--- config.mk ---
export PLATFORM = sky130hd
export DESIGN_NAME = abdc_exp
export DESIGN_NICKNAME = d
export VERILOG_FILES = /design/src/rtl/abdc_pkg.sv /design/src/rtl/abdc_exp.sv
export SDC_FILE = /design/constraint.sdc
export NUM_CORES = 2
export LEC_CHECK = 0
export BUFFER_PORTS_ARGS = -buffer_cell sky130_fd_sc_hd__buf_2
export CORE_ASPECT_RATIO = 1.75
export CORE_UTILIZATION = 40
export CTS_CLUSTER_SIZE = 10
export DETAILED_ROUTE_END_ITERATION = 12
export PLACE_DENSITY = 0.64
export RECOVER_POWER = 50
export REMOVE_ABC_BUFFERS = 1
export SLEW_MARGIN = 10
export SYNTH_ARGS = -nofsm -noshare
export SYNTH_HDL_FRONTEND = slang
export SYNTH_SLANG_ARGS = --single-unit
--- constraint.sdc ---
create_clock -name clk -period 8.2 [get_ports clk]
set_input_delay 1.64 -clock clk [delete_from_list [all_inputs] [get_ports clk]]
set_output_delay 1.64 -clock clk [all_outputs]
set_load 0.03 [all_outputs]
--- src/rtl/abdc_pkg.sv ---
// ----------------------------------------------------------------------------
// abdc_pkg
// Shared constants, types and register codes of the anchor box decoder.
// ----------------------------------------------------------------------------
package abdc_pkg;

  localparam int COORD_FRAC_BITS = 4;
  localparam int DELTA_FRAC_BITS = 12;

  localparam int ANCHOR_W = 20;
  localparam int CELL_W   = 10;
  localparam int DELTA_W  = 16;
  localparam int BOX_W    = 17;
  localparam int SCORE_W  = 16;

  localparam int SIZE_W   = 14;
  localparam int STRIDE_W = 9;
  localparam int SIZE_MAX = 8192;

  localparam int CFG_INDEX_W = 4;
  localparam int CFG_DATA_W  = 14;

  typedef enum logic [CFG_INDEX_W-1:0] {
    REG_IMAGE_WIDTH    = 4'd0,
    REG_IMAGE_HEIGHT   = 4'd1,
    REG_CELL_STRIDE    = 4'd2,
    REG_TRANSFORM_MODE = 4'd3
  } reg_index_t;

  localparam int RST_IMAGE_WIDTH  = 1024;
  localparam int RST_IMAGE_HEIGHT = 1024;
  localparam int RST_CELL_STRIDE  = 16;
  localparam int RST_MODE         = 1;

  // exp unit: input is a 17-bit signed value with DELTA_FRAC_BITS fraction
  localparam int EXP_IN_W   = DELTA_W + 1;
  localparam int EXP_W      = 32;
  localparam int LOG2E_Q16  = 94548;
  localparam int POLY_C1    = 45578;
  localparam int POLY_C2    = 14813;
  localparam int POLY_C3    = 5145;

  // quotient of the objectness divide is below 2^17
  localparam int QUOT_W     = 17;

  // register levels from input transfer to the final result register
  localparam int PIPE_LEVELS = 13;

  typedef struct packed {
    logic signed [ANCHOR_W-1:0] anchor_left;
    logic signed [ANCHOR_W-1:0] anchor_top;
    logic signed [ANCHOR_W-1:0] anchor_right;
    logic signed [ANCHOR_W-1:0] anchor_bottom;
    logic        [CELL_W-1:0]   cell_col;
    logic        [CELL_W-1:0]   cell_row;
    logic signed [DELTA_W-1:0]  delta_a;
    logic signed [DELTA_W-1:0]  delta_b;
    logic signed [DELTA_W-1:0]  delta_c;
    logic signed [DELTA_W-1:0]  delta_d;
    logic signed [DELTA_W-1:0]  logit_background;
    logic signed [DELTA_W-1:0]  logit_object;
  } anchor_t;

  typedef struct packed {
    logic [BOX_W-1:0]   box_left;
    logic [BOX_W-1:0]   box_top;
    logic [BOX_W-1:0]   box_right;
    logic [BOX_W-1:0]   box_bottom;
    logic [SCORE_W-1:0] objectness;
  } box_t;

endpackage

--- src/rtl/abdc_exp.sv ---
// ----------------------------------------------------------------------------
// abdc_exp
// Five-stage fixed-point exp: log2(e) scaling, cubic 2^f, then shift.
// ----------------------------------------------------------------------------
module abdc_exp (
  input  logic                                  clk,
  input  logic                                  en,
  input  logic signed [abdc_pkg::EXP_IN_W-1:0]  x,
  output logic        [abdc_pkg::EXP_W-1:0]     y
);

  localparam int PROD_W = abdc_pkg::EXP_IN_W + 18;
  localparam logic signed [17:0] LOG2E_S = 18'(abdc_pkg::LOG2E_Q16);

  logic signed [PROD_W-1:0] prod;
  logic signed [PROD_W-1:0] ysh;
  logic signed [7:0]        n_c, n2, n3, n4, nneg;
  logic        [15:0]       f2, f3;
  logic        [12:0]       t1;
  logic        [14:0]       t2;
  logic        [15:0]       t3;
  logic        [16:0]       p4;
  logic        [47:0]       wide;
  logic        [abdc_pkg::EXP_W-1:0] y_c;

  assign ysh  = prod >>> abdc_pkg::DELTA_FRAC_BITS;
  assign n_c  = 8'(ysh >>> 16);
  assign t3   = 16'((33'(f3) * (33'(abdc_pkg::POLY_C1) + 33'(t2))) >> 16);
  assign nneg = -n4;

  always_comb begin
    wide = 48'(p4) << n4[3:0];
    if (n4 >= 8'sd16) begin
      y_c = '1;
    end else if (n4 >= 8'sd0) begin
      y_c = (wide > 48'hFFFF_FFFF) ? '1 : abdc_pkg::EXP_W'(wide);
    end else if (n4 <= -8'sd32) begin
      y_c = '0;
    end else begin
      y_c = abdc_pkg::EXP_W'(p4 >> nneg[4:0]);
    end
  end

  always_ff @(posedge clk) begin
    if (en) begin
      prod <= PROD_W'(x) * PROD_W'(LOG2E_S);
      n2   <= n_c;
      f2   <= ysh[15:0];
      t1   <= 13'((29'(ysh[15:0]) * 29'(abdc_pkg::POLY_C3)) >> 16);
      n3   <= n2;
      f3   <= f2;
      t2   <= 15'((32'(f2) * (32'(abdc_pkg::POLY_C2) + 32'(t1))) >> 16);
      n4   <= n3;
      p4   <= 17'(1 << 16) + 17'(t3);
      y    <= y_c;
    end
  end

endmodule

==> qor.csv <==
metric,value,unit
status,"complete, but fails checks",
violations,"max-capacitance violations, max-slew violations",
clkLatencyLatePin,0.46,ns
root_buffer,clkbuf_16,
worst_r2r_path_depth,26,
grt_first_pass_wirelength,112.4,mm
drv_cap,2,
report.final.hold_viol_count,0,
finalCritPeriodShare,94.64,%
wire_per_inst,16.75,um
numPortBuffers,50,
rows,132,
relSlewSlack,-160.7,%
layout_common_cells,"inv_1 (687), fa_1 (501), ha_1 (424), nand2_1 (328), and2_1 (219)",
finish.instance_area,0.03198,sq mm
synthesis.area,0.03000,sq mm
fin_crit,7.761,ns
ios,51,
min_delay_path_depth,0,
synth_top_area_share,33.43,%
clk_pin_slew,0.06,ns
worstMarginPinSlew,3.910,ns
synthTopCellsByArea,"fa_1 (33%), ha_1 (18%), edfxtp_1 (15%), inv_1 (8.6%), and2_1 (4.6%)",
yosysUniqueCellTypes,70,
dp_hpwl,57.61,mm
final_common_cell,inv_1,
num_vias,20890,
slew_violations,120,
die_w,209.0,um
clockBufferDepth,2,
nNetsFinal,4086,
drcViolationCount,0,
fp.dieH,364.3,um
area_growth,6.589,%
place_area,0.03148,sq mm
min-delay-start,prod[34],
ys_dominant_reg_cell,edfxtp_1,
wirelength,68.55,mm
cp.arrival,7.97,ns
ys_seq_area_share,15.21,%
startpoint_type,flop,
grt_max_degree,81,
viasPerCell,5.106,
yosysWarnings,0,
core,0.07416,sq mm
cp-end-kind,flop,
cts-hold-fix-buffers,0,
rsz0062_at_grt,no,
start_util,40.46,%
async_flop_share,0,%
antennaDiodeCount,0,
crit_type,flop to flop,
worstReg2RegStart,t2[1],
drt_pass1_iterations,5,
clock_skew,0.01653,ns
critPathMaxFanout,17,
crit_start,t2[1],
antenna_found_initial,0,
synth_edf_count,152,
grt_pass1_vias,22940,
timing.setup.tns,0,ns
antenna_left,0,
drt_iter0_markers,835,
syn_inst,3120,
cts_tree,built,
place.gp.congestion,0.9125,
dieArea,0.07615,sq mm
track_usage,18.77,%
overflow,0,
cts_sinks,152,
max_freq,128.9,MHz
ys_seq_elements,152,
hp-class,flop to flop,
yosys.area.top_type,fa_1,
required,8.41,ns
htreeDepth,4,
setup_violations,0,
layout-drive-gt1-share,3.805,%
avgSynthCellArea,9.616,sq um
cts_buffers,17,
## what timing repair did
action | CTS | global route
gates resized for setup | 0 | 4
endpoints found under the setup margin | 0 | 6
buffers inserted | 0 | 0
## synth_stat cells, types with 17 or more instances
cell	instances
a21o_1	33
a21oi_1	95
and2_1	219
clkbuf_1	88
edfxtp_1	152
fa_1	501
ha_1	424
inv_1	687
mux2i_1	24
nand2_1	328
nand2b_1	21
nand3_1	25
nor2_1	114
nor2b_1	31
nor3_1	17
o21ai_0	63
xnor2_1	74
xor2_1	38
## cells by family (layout without fill, tap and decap cells)
group / after synthesis / in the layout / synth area share (%)
flops: 152 / 152 / 15.21
mux: 27 / 27 / 0.9509
buf+inv: 790 / 824 / 9.909
simple gates: 797 / 797 / 12.85
xor+xnor: 112 / 112 / 3.270
fa+ha+maj: 925 / 925 / 51.11
compound gates: 317 / 317 / 6.690
## stage by stage
| step | utilization (%) | setup WS (ns) | std cells | hold WS [ns] |
|---|---|---|---|---|
| global placement | 42.46 | 0.3981 | 4061 | 0.4005 |
| finish | 43.12 | 0.4394 | 4092 | 0.4136 |
| CTS | 43.19 | 0.2798 | 4092 | 0.4167 |
| floorplan | - | 0.4973 | 3018 | 0.4003 |
| global route | 43.12 | 0.007927 | 4092 | 0.4190 |
| detailed placement | 42.46 | 0.3046 | 4061 | 0.4056 |
## per-layer routing
metal  track usage (%)  share of wire, %  up-vias
li1                  -                 -     9803
met1             18.42                35    10510
met2             38.46                58      406
met3             1.358               2.1      175
met4             9.660               4.9        0
met5                 0                 0        -
## worst max-delay path: stages, from the launching register on
cell,delay (ns)
edfxtp_1,0.39
buf_4,0.21
a21oi_1,0.29
nor2_1,0.13
a21oi_1,0.23
nor2_1,0.13
o31a_1,0.27
nor2_1,0.50
and2_1,0.23
fa_1,0.41
inv_1,0.09
fa_1,0.42
fa_1,0.52
inv_1,0.05
fa_1,0.47
fa_1,0.55
inv_1,0.06
fa_1,0.53
inv_1,0.04
ha_1,0.34
o21ai_0,0.31
a31oi_1,0.07
a211o_1,0.34
a311o_1,0.44
a221oi_4,0.28
o21ba_1,0.16
xnor2_1,0.06
## path summary, 6_finish.rpt
path | slack (ns) | to
worst max register to register | 0.44 | p4[13]
worst min-delay path | 0.41 | n2[6]
worst min register to register | 0.41 | n2[6]
worst max-delay path | 0.44 | p4[13]
## state kept, by name, indices dropped and copies added (netlist names)
name and flops:
y 32, prod 23, f2 16, f3 16, p4 16, t2 15, t1 13, n2 7
n3 7, n4 7
## final cells by class
cell class | instances | area [sq um]
clock inverter | 14 | 118.9
clock buffer | 17 | 425.4
inverter | 688 | 2582
fill | 7222 | 42180
multi-input combinational | 2178 | 22520
tap | 938 | 1174
timing repair buffer | 105 | 593.1
sequential | 152 | 4564
Power is left out: the tool's default activity adds up to more than one toggle a clock period on the data nets, which glitch-free logic cannot reach.
