### config.mk
export PLATFORM = sky130hd
export DESIGN_NAME = abdc_div
export DESIGN_NICKNAME = d
export VERILOG_FILES = /design/src/rtl/abdc_pkg.sv /design/src/rtl/abdc_div.sv
export SDC_FILE = /design/constraint.sdc
export NUM_CORES = 2
export LEC_CHECK = 0
export ABC_CLOCK_PERIOD_IN_PS = 13500
export BUFFER_PORTS_ARGS = -buffer_cell sky130_fd_sc_hd__clkbuf_2
export CORE_ASPECT_RATIO = 1.75
export CORE_MARGIN = 2
export CORE_UTILIZATION = 40
export DETAILED_ROUTE_END_ITERATION = 8
export GPL_ROUTABILITY_DRIVEN = 0
export PLACE_DENSITY = 0.63
export SLEW_MARGIN = 25
export SYNTH_ARGS = -nofsm -noshare
export SYNTH_HDL_FRONTEND = slang
export SYNTH_SLANG_ARGS = --single-unit
### constraint.sdc
create_clock -name clk -period 13.5 [get_ports clk]
set_input_delay 2.7 -clock clk [delete_from_list [all_inputs] [get_ports clk]]
set_output_delay 2.7 -clock clk [all_outputs]
set_load 0.05 [all_outputs]
### src/rtl/abdc_pkg.sv
// ----------------------------------------------------------------------------
// abdc_pkg
// Shared constants, types and register codes of the anchor box decoder.
// ----------------------------------------------------------------------------
package abdc_pkg;

  localparam int COORD_FRAC_BITS = 4;
  localparam int DELTA_FRAC_BITS = 12;

  localparam int ANCHOR_W = 20;
  localparam int CELL_W   = 10;
  localparam int DELTA_W  = 16;
  localparam int BOX_W    = 17;
  localparam int SCORE_W  = 16;

  localparam int SIZE_W   = 14;
  localparam int STRIDE_W = 9;
  localparam int SIZE_MAX = 8192;

  localparam int CFG_INDEX_W = 4;
  localparam int CFG_DATA_W  = 14;

  typedef enum logic [CFG_INDEX_W-1:0] {
    REG_IMAGE_WIDTH    = 4'd0,
    REG_IMAGE_HEIGHT   = 4'd1,
    REG_CELL_STRIDE    = 4'd2,
    REG_TRANSFORM_MODE = 4'd3
  } reg_index_t;

  localparam int RST_IMAGE_WIDTH  = 1024;
  localparam int RST_IMAGE_HEIGHT = 1024;
  localparam int RST_CELL_STRIDE  = 16;
  localparam int RST_MODE         = 1;

  // exp unit: input is a 17-bit signed value with DELTA_FRAC_BITS fraction
  localparam int EXP_IN_W   = DELTA_W + 1;
  localparam int EXP_W      = 32;
  localparam int LOG2E_Q16  = 94548;
  localparam int POLY_C1    = 45578;
  localparam int POLY_C2    = 14813;
  localparam int POLY_C3    = 5145;

  // quotient of the objectness divide is below 2^17
  localparam int QUOT_W     = 17;

  // register levels from input transfer to the final result register
  localparam int PIPE_LEVELS = 13;

  typedef struct packed {
    logic signed [ANCHOR_W-1:0] anchor_left;
    logic signed [ANCHOR_W-1:0] anchor_top;
    logic signed [ANCHOR_W-1:0] anchor_right;
    logic signed [ANCHOR_W-1:0] anchor_bottom;
    logic        [CELL_W-1:0]   cell_col;
    logic        [CELL_W-1:0]   cell_row;
    logic signed [DELTA_W-1:0]  delta_a;
    logic signed [DELTA_W-1:0]  delta_b;
    logic signed [DELTA_W-1:0]  delta_c;
    logic signed [DELTA_W-1:0]  delta_d;
    logic signed [DELTA_W-1:0]  logit_background;
    logic signed [DELTA_W-1:0]  logit_object;
  } anchor_t;

  typedef struct packed {
    logic [BOX_W-1:0]   box_left;
    logic [BOX_W-1:0]   box_top;
    logic [BOX_W-1:0]   box_right;
    logic [BOX_W-1:0]   box_bottom;
    logic [SCORE_W-1:0] objectness;
  } box_t;

endpackage

### src/rtl/abdc_div.sv
// ----------------------------------------------------------------------------
// abdc_div
// Pipelined restoring divide for the objectness score:
// q = floor((2^32 + den/2) / den), den = 2^16 + e, a few quotient bits a stage.
// ----------------------------------------------------------------------------
module abdc_div (
  input  logic                              clk,
  input  logic                              en,
  input  logic [abdc_pkg::EXP_W-1:0]        e,
  output logic [abdc_pkg::QUOT_W-1:0]       q
);

  localparam int QW  = abdc_pkg::QUOT_W;
  localparam int BPS = 3;
  localparam int NST = (QW + BPS - 1) / BPS;
  localparam int DW  = abdc_pkg::EXP_W + 1;
  localparam int NW  = abdc_pkg::EXP_W + 2;

  logic [DW-1:0] den_c;
  logic [NW-1:0] num_c;

  logic [DW-1:0] den_q [NST];
  logic [DW-1:0] rem_q [NST];
  logic [QW-1:0] low_q [NST];
  logic [QW-1:0] quo_q [NST];

  assign den_c = DW'(e) + DW'(1 << 16);
  assign num_c = (NW'(1) << abdc_pkg::EXP_W) + NW'(den_c >> 1);

  for (genvar k = 0; k < NST; k++) begin : g_stage
    logic [DW-1:0] d_in, r_in, r_nx;
    logic [QW-1:0] l_in, q_in, l_nx, q_nx;
    logic [DW:0]   trial;

    if (k == 0) begin : g_first
      assign d_in = den_c;
      assign r_in = DW'(num_c >> QW);
      assign l_in = num_c[QW-1:0];
      assign q_in = '0;
    end else begin : g_next
      assign d_in = den_q[k-1];
      assign r_in = rem_q[k-1];
      assign l_in = low_q[k-1];
      assign q_in = quo_q[k-1];
    end

    always_comb begin
      r_nx  = r_in;
      l_nx  = l_in;
      q_nx  = q_in;
      trial = '0;
      for (int s = 0; s < BPS; s++) begin
        if (k * BPS + s < QW) begin
          trial = {r_nx, l_nx[QW-1]};
          l_nx  = {l_nx[QW-2:0], 1'b0};
          if (trial >= {1'b0, d_in}) begin
            r_nx = DW'(trial - {1'b0, d_in});
            q_nx = {q_nx[QW-2:0], 1'b1};
          end else begin
            r_nx = DW'(trial);
            q_nx = {q_nx[QW-2:0], 1'b0};
          end
        end
      end
    end

    always_ff @(posedge clk) begin
      if (en) begin
        den_q[k] <= d_in;
        rem_q[k] <= r_nx;
        low_q[k] <= l_nx;
        quo_q[k] <= q_nx;
      end
    end
  end

  assign q = quo_q[NST-1];

endmodule

==> impl_metrics.yaml <==
run_status:
  status: "finished, final reports clean"
clocking:
  cts-root-buf: "clkbuf_16"
  cts_tree: "done"
  cts_buffers: 43
  clk_path_buf_depth: 3
  cts_resized: 0
  htree_num_levels: 2
  postCtsHoldBufs: 0
  cts_sinks: 392
  clk_pin_slew_ps: 60
  postCtsSetupBuffers: 0
  clkLatencyLatePin_ps: 600
setup_path:
  path_max_fanout: 27
  cp_slowest_cell: "o21ai_0"
  crit_cells: 42
  end_kind: "flip-flop"
  critPathArrivalTime_ps: 13190
  rr_endpoint: "rem_q[2][4]"
  crit_required_ps: 13830
  startpoint_type: "primary input"
  reg2reg_from: "den_q[1][11]"
  rrSetupSlack_ps: 1790
  cp_common_cell: "nand4_1"
  crit_family: "compound AO/OA/AOI/OAI gates"
  crit_path_end: "rem_q[0][6]"
  path_class: "primary input to flip-flop"
  r2r_cells: 36
  path_buf_inv: 8
  cp_slowest_stage_delay_ps: 850
  critPathLaunch: "e[17]"
sta:
  setup_viol: 0
  fin_tns_setup_ps: 0
  setup_ws_ps: 638
  fin_crit_sh_pct: 95.3
  worstMarginPinSlew_ps: 1210
  slew_headroom_pct: 18.3
  hold_viol_final: 0
  slew_violations: 0
  min_period_ps: 12860
  max_freq_ghz: 0.0777
  rsz0062_at_grt: "no"
  clock_skew_ps: 22.6
synth:
  seq_area_frac_synth_pct: 26.4
  synth_area_um2: 44600
  synth_nets: 5738
  synthCells: 5141
  ys_types: 98
  synth_ff_type: "edfxtp_1"
  synth_edf_count: 392
  synth.avg_cell_area_um2: 8.68
  synthArstFlopShare_pct: 0
  yosys_warnings: 0
  ys_seq_elements: 392
global_route:
  grt_pass1_wl_mm: 213
  use_met3_pct: 2.07
  track_usage_pct: 23.8
  grt_max_degree: 154
  antenna_found_initial: 2
  grt_pass1_vias: 40600
  busiest_layer: "met2"
  met1_usage_pct: 19.4
  grt_util_met2_pct: 48.2
  grt-ovfl-total: 0
routing:
  firstDrtPassIters: 5
  via_count: 39000
  drt_iter0_drc: 1916
  wirelength_mm: 139
  avgRoutedWirePerCell_um: 20.7
  final_antenna_net_count: 0
  vias_per_cell: 5.82
  drcViolationCount: 0
floorplanning:
  die_w_um: 256
  ios: 51
  core_um2: 111000
  initial_core_util_pct: 40.2
  die-area_um2: 114000
  die_h_um: 446
  rows: 162
placed_design:
  io_buffers: 50
  post-place-ws_ps: 382
  hpwl_mm: 116
finish:
  synthToLayoutAreaGrowth_pct: 7.94
  drive_gt1_share_pct: 8.21
  layout.nets: 5792
worst_hold_path:
  hp-class: "flip-flop to flip-flop"
job:
  cap_viol_max_count: 0
==> per-layer routing <==
layer  vias to the layer above  share of wire, %  routed length (µm)
met5                         -                 0                   0
met4                         0                11               15900
met3                       513               2.7                3690
met2                       956                54               75300
met1                     18300                32               43900
li1                      19200                 -                   -
==> cells by family (layout without fill, tap and decap cells) <==
| logic type | Yosys count | count (layout) | synth area share, % |
|---|---|---|---|
| simple gates | 1329 | 1329 | 14.2 |
| compound gates | 1662 | 1662 | 23.8 |
| buf+inv | 496 | 581 | 4.40 |
| flops | 392 | 392 | 26.4 |
| other cells | 0 | 3 | 0 |
| mux | 265 | 265 | 6.61 |
| xor+xnor | 434 | 434 | 8.52 |
| fa+ha+maj | 563 | 563 | 16.1 |
==> cell usage in the layout, fill, tap and decap left out, types with 75 or more instances in the layout <==
cell type	Yosys	final
a21oi_1	504	504
o21bai_1	75	75
o21ai_0	347	347
a21o_1	226	226
nand4_1	84	84
o21a_1	76	76
xnor2_1	280	280
nand2_1	400	400
nor3_1	87	86
xor2_1	154	154
nor2_1	339	339
nand3_1	111	111
edfxtp_1	392	392
ha_1	547	547
mux2_2	178	178
inv_1	378	378
==> sequential cells by signal (all words and copies together) (netlist names) <==
signal,count
den_q,165
rem_q,165
quo_q,62
==> how the worst min path moves through the flow <==
stage | from | depth (start not counted) | to
floorplan | quo_q[0][0] | 0 | quo_q[1][3]
global placement | quo_q[4][0] | 0 | quo_q[5][2]
detailed placement | quo_q[4][10] | 0 | quo_q[5][12]
CTS | quo_q[4][10] | 0 | quo_q[5][12]
global route | quo_q[4][9] | 0 | quo_q[5][11]
finish | quo_q[4][8] | 0 | quo_q[5][10]
==> through the flow <==
step	cell area (µm²)	hold slack, ps	utilization [%]	instances
CTS	48100	420	43.3	6702
global placement	46800	402	42.1	6626
finish	48100	414	43.3	6705
global route	48100	424	43.3	6704
floorplan	44600	400	-	5141
detailed placement	46800	405	42.1	6626
==> final cells by class <==
type / count / area [µm²]
Sequential cell: 392 / 11800
Clock buffer: 53 / 1110
Fill cell: 11100 / 62900
Antenna cell: 3 / 7.51
Inverter: 388 / 1460
Multi-Input combinational cell: 4253 / 30900
Tap cell: 1476 / 1850
Clock inverter: 23 / 235
Timing Repair Buffer: 117 / 801
==> cell usage after synthesis (39+ instances only) <==
cell / number / area (µm²)
o31ai_1: 45 / 338
a21o_1: 226 / 1700
a21oi_1: 504 / 2520
ha_1: 547 / 6840
edfxtp_1: 392 / 11800
mux2_1: 52 / 586
nor2_1: 339 / 1270
nand3_1: 111 / 556
nand2_1: 400 / 1500
nor3_1: 87 / 435
a31oi_1: 43 / 269
inv_1: 378 / 1420
o21ai_0: 347 / 1740
mux2_2: 178 / 2000
xor2_1: 154 / 1350
o211ai_1: 39 / 293
o21a_1: 76 / 571
nor2b_1: 59 / 369
nand4_1: 84 / 526
and3_1: 49 / 307
o21bai_1: 75 / 563
a211oi_1: 44 / 330
xnor2_1: 280 / 2450
clkbuf_1: 62 / 233
nand2b_1: 45 / 282
Power is left out: the tool's default activity adds up to more than one toggle a clock period on the data nets, which glitch-free logic cannot reach.
